`config.mk`:
```
export PLATFORM = sky130hd
export DESIGN_NAME = kbt_ctrl
export DESIGN_NICKNAME = d
export VERILOG_FILES = /design/src/hw/rtl/kbt_pkg.sv /design/src/hw/rtl/kbt_ctrl.sv
export SDC_FILE = /design/constraint.sdc
export NUM_CORES = 1
export LEC_CHECK = 0
export ABC_AREA = 1
export BUFFER_PORTS_ARGS = -buffer_cell sky130_fd_sc_hd__buf_4
export CORE_AREA = 2 2 39 41
export DETAILED_ROUTE_END_ITERATION = 7
export DIE_AREA = 0 0 41 43
export PLACE_DENSITY = 0.69
export SYNTH_ARGS = -nofsm -noshare
export SYNTH_HDL_FRONTEND = slang
export SYNTH_SLANG_ARGS = --single-unit
```
`constraint.sdc`:
```
create_clock -name clock -period 3.2 [get_ports clock]
set_input_delay 0.64 -clock clock [delete_from_list [all_inputs] [get_ports clock]]
set_output_delay 0.64 -clock clock [all_outputs]
set_load 0.005 [all_outputs]
```
`src/hw/rtl/kbt_pkg.sv`:
```
package kbt_pkg;

   // Field widths of the channel words
   localparam int VALUE_W     = 32;
   localparam int COEF_W      = 32;
   localparam int INDEX_W     = 10;
   localparam int OPCODE_W    = 2;
   localparam int CSR_INDEX_W = 1;

   // Product of a Q16.16 value and a Q8.24 weight, and the sum of two of them
   localparam int PROD_W     = VALUE_W + COEF_W;
   localparam int ACC_W      = PROD_W + 1;
   localparam int FRAC_SHIFT = 24;
   localparam int RND_W      = ACC_W - FRAC_SHIFT;

   localparam logic signed [ACC_W-1:0] ROUND_HALF = 65'sd8388608;
   localparam logic [COEF_W-1:0]       COEF_RESET = 32'h0100_0000;

   typedef logic [OPCODE_W-1:0] opcode_type;
   localparam opcode_type OP_WRITE = 2'd0;
   localparam opcode_type OP_RUN   = 2'd1;
   localparam opcode_type OP_READ  = 2'd2;

   typedef logic [CSR_INDEX_W-1:0] csr_index_type;
   localparam csr_index_type REG_COEF_SAME  = 1'd0;
   localparam csr_index_type REG_COEF_CROSS = 1'd1;

   typedef enum logic [3:0] {
      ST_IDLE,
      ST_RD_DATA,
      ST_XF_LO,
      ST_XF_HI,
      ST_XF_CAP,
      ST_XF_M1,
      ST_XF_M2,
      ST_XF_M3,
      ST_XF_M4,
      ST_XF_M5,
      ST_XF_WLO,
      ST_RESP
   } state_type;

   typedef enum logic [1:0] {
      ADDR_REQ,
      ADDR_LO,
      ADDR_HI
   } addr_sel_type;

   typedef enum logic [1:0] {
      MUL_HI_SAME,
      MUL_LO_CROSS,
      MUL_HI_CROSS,
      MUL_LO_SAME
   } mul_sel_type;

   typedef enum logic [1:0] {
      ACC_HOLD,
      ACC_LOAD,
      ACC_ADD
   } acc_op_type;

   typedef struct packed {
      logic         host_latch;
      logic         sticky_clr;
      logic         ram_rd;
      logic         ram_wr;
      addr_sel_type addr_sel;
      logic         cap_lo;
      logic         cap_hi;
      mul_sel_type  mul_sel;
      acc_op_type   acc_op;
      logic         walk_clear;
      logic         walk_step;
      logic         rsp_load;
   } cmd_type;

   typedef struct packed {
      logic walk_last;
   } status_type;

endpackage

```
`src/hw/rtl/kbt_ctrl.sv`:
```
module kbt_ctrl (
   input  logic                clock,
   input  logic                reset,
   input  logic                req_valid,
   input  kbt_pkg::opcode_type req_opcode,
   output logic                req_ready,
   output logic                rsp_valid,
   input  logic                rsp_ready,
   input  kbt_pkg::status_type status,
   output kbt_pkg::cmd_type    cmd
);
   import kbt_pkg::*;

   state_type state_ff, state_in;
   logic      rsp_valid_ff, rsp_valid_in;

   always_ff @(posedge clock) begin
      if (reset) begin
         state_ff     <= ST_IDLE;
         rsp_valid_ff <= 1'b0;
      end else begin
         state_ff     <= state_in;
         rsp_valid_ff <= rsp_valid_in;
      end
   end

   always_comb begin
      state_in = state_ff;
      cmd      = '0;
      unique case (state_ff)
         ST_IDLE: begin
            if (req_valid) begin
               cmd.host_latch = 1'b1;
               unique case (req_opcode)
                  OP_WRITE: begin
                     cmd.ram_wr     = 1'b1;
                     cmd.addr_sel   = ADDR_REQ;
                     cmd.sticky_clr = 1'b1;
                     state_in       = ST_RESP;
                  end
                  OP_RUN: begin
                     cmd.walk_clear = 1'b1;
                     state_in       = ST_XF_LO;
                  end
                  OP_READ: begin
                     cmd.ram_rd   = 1'b1;
                     cmd.addr_sel = ADDR_REQ;
                     state_in     = ST_RD_DATA;
                  end
                  default: begin
                     state_in = ST_RESP;
                  end
               endcase
            end
         end
         ST_RD_DATA: begin
            cmd.cap_lo = 1'b1;
            state_in   = ST_RESP;
         end
         ST_XF_LO: begin
            cmd.ram_rd   = 1'b1;
            cmd.addr_sel = ADDR_LO;
            state_in     = ST_XF_HI;
         end
         ST_XF_HI: begin
            cmd.ram_rd   = 1'b1;
            cmd.addr_sel = ADDR_HI;
            cmd.cap_lo   = 1'b1;
            state_in     = ST_XF_CAP;
         end
         ST_XF_CAP: begin
            cmd.cap_hi = 1'b1;
            state_in   = ST_XF_M1;
         end
         ST_XF_M1: begin
            cmd.mul_sel = MUL_HI_SAME;
            state_in    = ST_XF_M2;
         end
         ST_XF_M2: begin
            cmd.mul_sel = MUL_LO_CROSS;
            cmd.acc_op  = ACC_LOAD;
            state_in    = ST_XF_M3;
         end
         ST_XF_M3: begin
            cmd.mul_sel = MUL_HI_CROSS;
            cmd.acc_op  = ACC_ADD;
            state_in    = ST_XF_M4;
         end
         ST_XF_M4: begin
            cmd.ram_wr   = 1'b1;
            cmd.addr_sel = ADDR_HI;
            cmd.mul_sel  = MUL_LO_SAME;
            cmd.acc_op   = ACC_LOAD;
            state_in     = ST_XF_M5;
         end
         ST_XF_M5: begin
            cmd.acc_op = ACC_ADD;
            state_in   = ST_XF_WLO;
         end
         ST_XF_WLO: begin
            cmd.ram_wr    = 1'b1;
            cmd.addr_sel  = ADDR_LO;
            cmd.walk_step = 1'b1;
            state_in      = status.walk_last ? ST_RESP : ST_XF_LO;
         end
         ST_RESP: begin
            if (!rsp_valid_ff || rsp_ready) begin
               cmd.rsp_load = 1'b1;
               state_in     = ST_IDLE;
            end
         end
         default: begin
            state_in = ST_IDLE;
         end
      endcase
   end

   assign rsp_valid_in = cmd.rsp_load | (rsp_valid_ff & ~rsp_ready);
   assign rsp_valid    = rsp_valid_ff;
   assign req_ready    = (state_ff == ST_IDLE);

endmodule

```
==> results of run 1 <==
state kept, by name, indices dropped and copies added, names as in the netlist:
signal	count
state_ff	4
rsp_valid	1
how the worst max path moves through the flow:
stage / endpoint
floorplan: cmd[11]
global placement: cmd[11]
detailed placement: cmd[11]
CTS: cmd[12]
global route: cmd[3]
finish: cmd[12]
worst reg2reg max path, cell delays in order, from the launching register on:
cell and delay (ps):
dfxtp_1 400, inv_2 70, nor2_2 230, nand3_2 150
nand2_1 100, inv_2 40, nand2_1 60, a21oi_1 50
area by class of cell:
class,count,area (µm²),share of cell area [%]
Clock buffer,4,26.3,3.56
Inverter,20,76.3,10.3
Sequential cell,5,100,13.6
Timing Repair Buffer,23,173,23.4
Tap cell,16,20.0,2.71
Multi-Input combinational cell,59,343,46.4
through the flow:
| stage | total power, mW | setup WS, ps | utilization [%] | hold WS (ps) |
|---|---|---|---|---|
| finish | 0.587 | 1190 | 53.3 | 570 |
| global route | 0.643 | 1080 | 53.3 | 592 |
| CTS | 0.594 | 1170 | 53.3 | 579 |
| detailed placement | 0.519 | 1240 | 51.4 | 551 |
| global placement | 0.517 | 1280 | 51.4 | 544 |
| floorplan | 0.368 | 1520 | - | 539 |
cell usage in the layout (no fill, tap or decap), drive strengths merged:
master / n
dfxtp: 5
buf: 23
inv: 19
a21oi: 5
o22ai: 1
nand2: 21
nor2: 16
nand3b: 2
nand3: 6
clkinv: 1
o21ai: 3
clkbuf: 4
ha: 5
synth_stat cells, drive strengths merged:
library cell and instances:
a21oi 5, dfxtp 5, inv 19, nand3 6, nand2 21, o21ai 3
nor2 16, o22ai 1, nand3b 2, buf 1, ha 5, clkinv 1
metal layers:
layer / up-vias / wire [µm]
li1: 307 / -
met2: 17 / 634
met4: 0 / 6
met5: - / 0
met3: 2 / 61
met1: 246 / 514
where the power goes:
group | internal, mW | total, mW | leakage, nW | switching, mW
Sequential | 0.0829 | 0.119 | 0.0411 | 0.0357
Combinational | 0.183 | 0.397 | 0.359 | 0.214
Clock | 0.0470 | 0.0708 | 0.0150 | 0.0238
cells by family after synthesis:
group / count (synthesis) / synth area share [%]
AND/OR/NAND/NOR: 45 / 44.4
AO/OA/AOI/OAI: 9 / 8.79
adder cells (fa/ha/maj): 5 / 11.9
buffers and inverters: 21 / 15.9
flip-flops: 5 / 19.0
==> flow_summary.yaml, run 1 <==
timing:
  finalHoldViolations: 0
  grt_setup_unrepaired: "false"
  fin_skew_ps: 0.794
  finalSetupViolCount: 0
  maxSlewViolCount: 0
  finalCritPeriodShare_pct: 62.9
  post-route-min-period_ps: 2010
  max_freq_ghz: 0.497
  slew_headroom_pct: 81.0
  tightestPinTransition_ps: 284
  fin_tns_setup_ps: 0
finish:
  n_antenna_cell: 0
  area_delta_synth_final_pct: 40.1
  finalInstanceArea_um2: 738
  layout-drive-gt1-share_pct: 38.7
  instances_no_fill: 127
  nNetsFinal: 124
  fillers: 145
clocking:
  cts_hold_buf: 0
  cts-root-buf: "clkbuf_4"
  cts_buffer_depth: 2
  clk_latency_ps: 240
  htreeDepth: 1
  ctsResizeCount: 0
  cts_buffers: 3
  cts_tree: "yes"
  clk_pin_slew_ps: 40
  cts_setup_buffers: 0
  numClockSinks: 5
critical_path:
  critPathLaunchType: "flip-flop"
  cp_slowest_stage_delay_ps: 380
  worstPathArrival_ps: 1370
  r2r-start: "state_ff[3]"
  critical_path_depth: 8
  timing.critical_path.buf_inv: 3
  r2r_setup_slack_ps: 1980
  crit_slowest_cell: "dfxtp_1"
  rr_worst_depth: 7
  cp_top_family: "simple AND/OR/NAND/NOR gates"
  rr_endpoint: "state_ff[1]"
  required_ps: 2560
  path_max_fanout: 6
  crit_chain: "nor2_4 -> inv_2 -> nor2_4 -> nand2_2 -> inv_2 -> nand2_1 -> o21ai_1 -> buf_4"
  crit_path_start: "state_ff[2]"
  worstSetupPathType: "reg -> out"
  end_kind: "primary output"
global_route:
  use_met2_pct: 25.6
  grt_pass1_vias: 476
  track_usage_pct: 16.0
  antenna_found_initial: 0
  grtUsageMet1_pct: 20.1
  top_usage_layer: "met2"
  grt_max_degree: 7
  grt_pass1_wl_mm: 1.95
  grt_overflow: 0
  grt_use_met3_pct: 3.14
yosys:
  ys_ff_latch: 5
  syn_nets: 97
  ys_top_cells_by_area: "dfxtp_1, nand2_1, ha_1"
  avgSynthCellArea_um2: 6.20
  ys_warn_count: 0
  synthCells: 85
  ys_seq_area_share_pct: 19.0
  synthDistinctLibCells: 18
  syn_area_um2: 527
  synth.top_cell.area_share_pct: 19.0
  synth_top_area_cell: "dfxtp_1"
outcome:
  status: "complete, no violations"
place:
  io_buffers: 23
  dp_cells: 123
  place_congestion: 0.807
  place_hpwl_um: 993
  placed_area_um2: 712
detailed_routing:
  route.detailed.drc: 0
  vias: 572
  wl_mm: 1.22
  drt.antenna.violating_nets: 0
  via_per_inst: 4.50
  initialDrtViolationCount: 15
  dr.pass1.iters: 4
  avgRoutedWirePerCell_um: 9.58
power:
  p_leak_nw: 0.415
  irDropWorstVdd_mv: 0.426
  power_density_nw_per_um2: 795
floorplanning:
  die_h_um: 43
  die_w_um: 41
  dieArea_um2: 1760
  core_um2: 1380
  fp-row-count: 14
  ioPinCount: 24
  start_util_pct: 38.1
hold_path:
  hp-class: "reg -> reg"
  min_to: "rsp_valid"
  hold_depth: 4
  hp-start: "rsp_valid"
flow_run:
  cap_viol_max_count: 0
Note: power is estimated with default switching activity, not from simulation.
==> run 2: changes to the inputs <==
--- a/config.mk
+++ b/config.mk
@@ -7,10 +7,10 @@
 export LEC_CHECK = 0
 export ABC_AREA = 1
 export BUFFER_PORTS_ARGS = -buffer_cell sky130_fd_sc_hd__buf_4
-export CORE_AREA = 2 2 39 41
+export CORE_MARGIN = 2
+export CORE_UTILIZATION = 40
 export DETAILED_ROUTE_END_ITERATION = 7
-export DIE_AREA = 0 0 41 43
-export PLACE_DENSITY = 0.69
+export PLACE_DENSITY = 0.73
 export SYNTH_ARGS = -nofsm -noshare
 export SYNTH_HDL_FRONTEND = slang
 export SYNTH_SLANG_ARGS = --single-unit
==> constraint.sdc (replaced) <==
create_clock -name clock -period 1.6 [get_ports clock]
set_input_delay 0.32 -clock clock [delete_from_list [all_inputs] [get_ports clock]]
set_output_delay 0.32 -clock clock [all_outputs]
set_load 0.005 [all_outputs]
==> run 2 against run 1 <==
  * Clock skew fell by 0.67 ps
  * Combinational power increased by 130%
  * Hold slack worse by 300 ps
  * Wire length grew 13%
  * Core utilization up 8.7 points
  * Count of clock-buffer cells in the layout unchanged
  * Final cell count grew 2.4%
==> flow_summary.yaml, run 2 (same netlist as run 1, synthesis figures left out) <==
clocking:
  cts_tree: "yes"
  clk_latency_ps: 240
  cts_hold_buf: 0
  cts-root-buf: "clkbuf_4"
  htreeDepth: 1
  cts_buffer_depth: 2
  numClockSinks: 5
  clk_pin_slew_ps: 40
  cts_buffers: 3
critical_path:
  path_max_fanout: 4
  required_ps: 1280
  r2r_setup_slack_ps: 470
  crit_chain: "nor2_4 -> inv_2 -> nor2_4 -> nand2_4 -> inv_2 -> nand2_1 -> o21ai_1 -> buf_4"
  worstPathArrival_ps: 1270
  r2r-start: "state_ff[0]"
  end_kind: "primary output"
  rr_endpoint: "state_ff[0]"
  cp_top_family: "simple AND/OR/NAND/NOR gates"
  crit_slowest_cell: "dfxtp_4"
  timing.critical_path.buf_inv: 3
  worstSetupPathType: "reg -> out"
  cp_slowest_stage_delay_ps: 350
  critPathLaunchType: "flip-flop"
  rr_worst_depth: 7
hold_path:
  hp-start: "reset"
  hp-class: "in -> reg"
  hold_depth: 2
  min_to: "state_ff[2]"
power:
  intPower_mw: 0.714
  pwr-share-clk_pct: 10.7
  p_switching_mw: 0.605
  p_comb_share_pct: 70.2
  p_leak_nw: 0.442
  seqPwrFrac_pct: 19.1
  power_density_nw_per_um2: 1680
  sw_frac_of_total_pct: 45.9
  irDropWorstVdd_mv: 0.858
place:
  io_buffers: 23
  place_congestion: 0.852
  dp_cells: 122
  place_hpwl_mm: 1.03
  placed_area_um2: 711
  preCtsSetupSlack_ps: 146
finish:
  area_delta_synth_final_pct: 49.4
  n_antenna_cell: 0
  largest_reg_flops: 4
  final_cell_mix: "buf_4, nand2_1, inv_1, nor2_1"
  instances_no_fill: 130
  final_common_cell: "buf_4"
  top_register: "state_ff"
  finalInstanceArea_um2: 787
  layout-drive-gt1-share_pct: 44.3
  nNetsFinal: 128
timing:
  post-route-min-period_ps: 1590
  fin_skew_ps: 0.123
  setup_ws_ps: 6.27
  finalHoldViolations: 0
  tightestPinTransition_ps: 244
  finalCritPeriodShare_pct: 99.6
  finalSetupViolCount: 0
  hold_ws_ps: 267
  maxSlewViolCount: 0
  max_freq_ghz: 0.627
  fin_tns_setup_ps: 0
  slew_headroom_pct: 83.7
  grt_setup_unrepaired: "true"
global_route:
  grt_pass1_wl_mm: 2.01
  antenna_found_initial: 0
  grt_pass1_vias: 506
  grt_overflow: 0
  track_usage_pct: 18.4
  grt_max_degree: 7
outcome:
  status: "complete, no violations"
flow_run:
  cap_viol_max_count: 0
detailed_routing:
  avgRoutedWirePerCell_um: 10.6
  via_per_inst: 4.76
  initialDrtViolationCount: 12
  wl_mm: 1.38
  dr.pass1.iters: 4
  route.detailed.drc: 0
  drt.antenna.violating_nets: 0
  vias: 619
floorplanning:
  die_h_um: 40.3
  start_util_pct: 41.5
  die_w_um: 40.3
  fp-row-count: 13
  core_um2: 1270
  dieArea_um2: 1620
  ioPinCount: 24
[run 2: changes by cell type in the layout (fill, tap and decap cells not counted), sizes merged]
cell and delta:
buf +4
[run 2: power by group through the flow]
| stage | clock network (mW) | logic, mW | registers [mW] |
|---|---|---|---|
| finish | 0.141 | 0.926 | 0.252 |
| detailed placement | 0 | 0.799 | 0.241 |
| global placement | 0 | 0.791 | 0.239 |
| CTS | 0.147 | 0.857 | 0.248 |
| global route | 0.156 | 1.03 | 0.258 |
| floorplan | 0 | 0.509 | 0.227 |
[run 2: worst max-delay path by stage]
stage / start / endpoint / slack, ps / cells past startpoint
detailed placement: state_ff[2] / cmd[12] / 150 / 8
floorplan: state_ff[1] / cmd[5] / 270 / 5
global route: state_ff[3] / cmd[12] / -90 / 8
CTS: state_ff[2] / cmd[12] / -20 / 8
global placement: state_ff[0] / cmd[12] / 160 / 8
finish: state_ff[3] / cmd[12] / 6 / 8
[run 2: stage by stage]
step | power (mW) | utilization [%]
floorplan | 0.736 | -
global placement | 1.03 | 56.0
detailed placement | 1.04 | 56.0
CTS | 1.25 | 60.2
global route | 1.44 | 62.0
finish | 1.32 | 62.0
[run 2: area by class of cell]
class	instances	area, µm²
sequential	5	110
tap	15	18.8
multi-input combinational	59	353
clock buffer	4	26.3
timing repair buffer	27	203
inverter	20	76.3
fill	116	482
[run 2: timing repair]
item / 4_1_cts / 5_1_grt
setup endpoints to repair: 7 / 7
gates resized for setup: 5 / 4
buffers inserted: 2 / 2
pin swaps: 4 / 3
[run 2: layer usage]
metal  global-route usage, %  wire [µm]  vias to the layer above
met5                       0          0                        -
li1                        -          -                      317
met1                    23.2        600                      283
met4                       0          0                        0
met3                    6.67         77                        0
met2                    31.9        700                       19
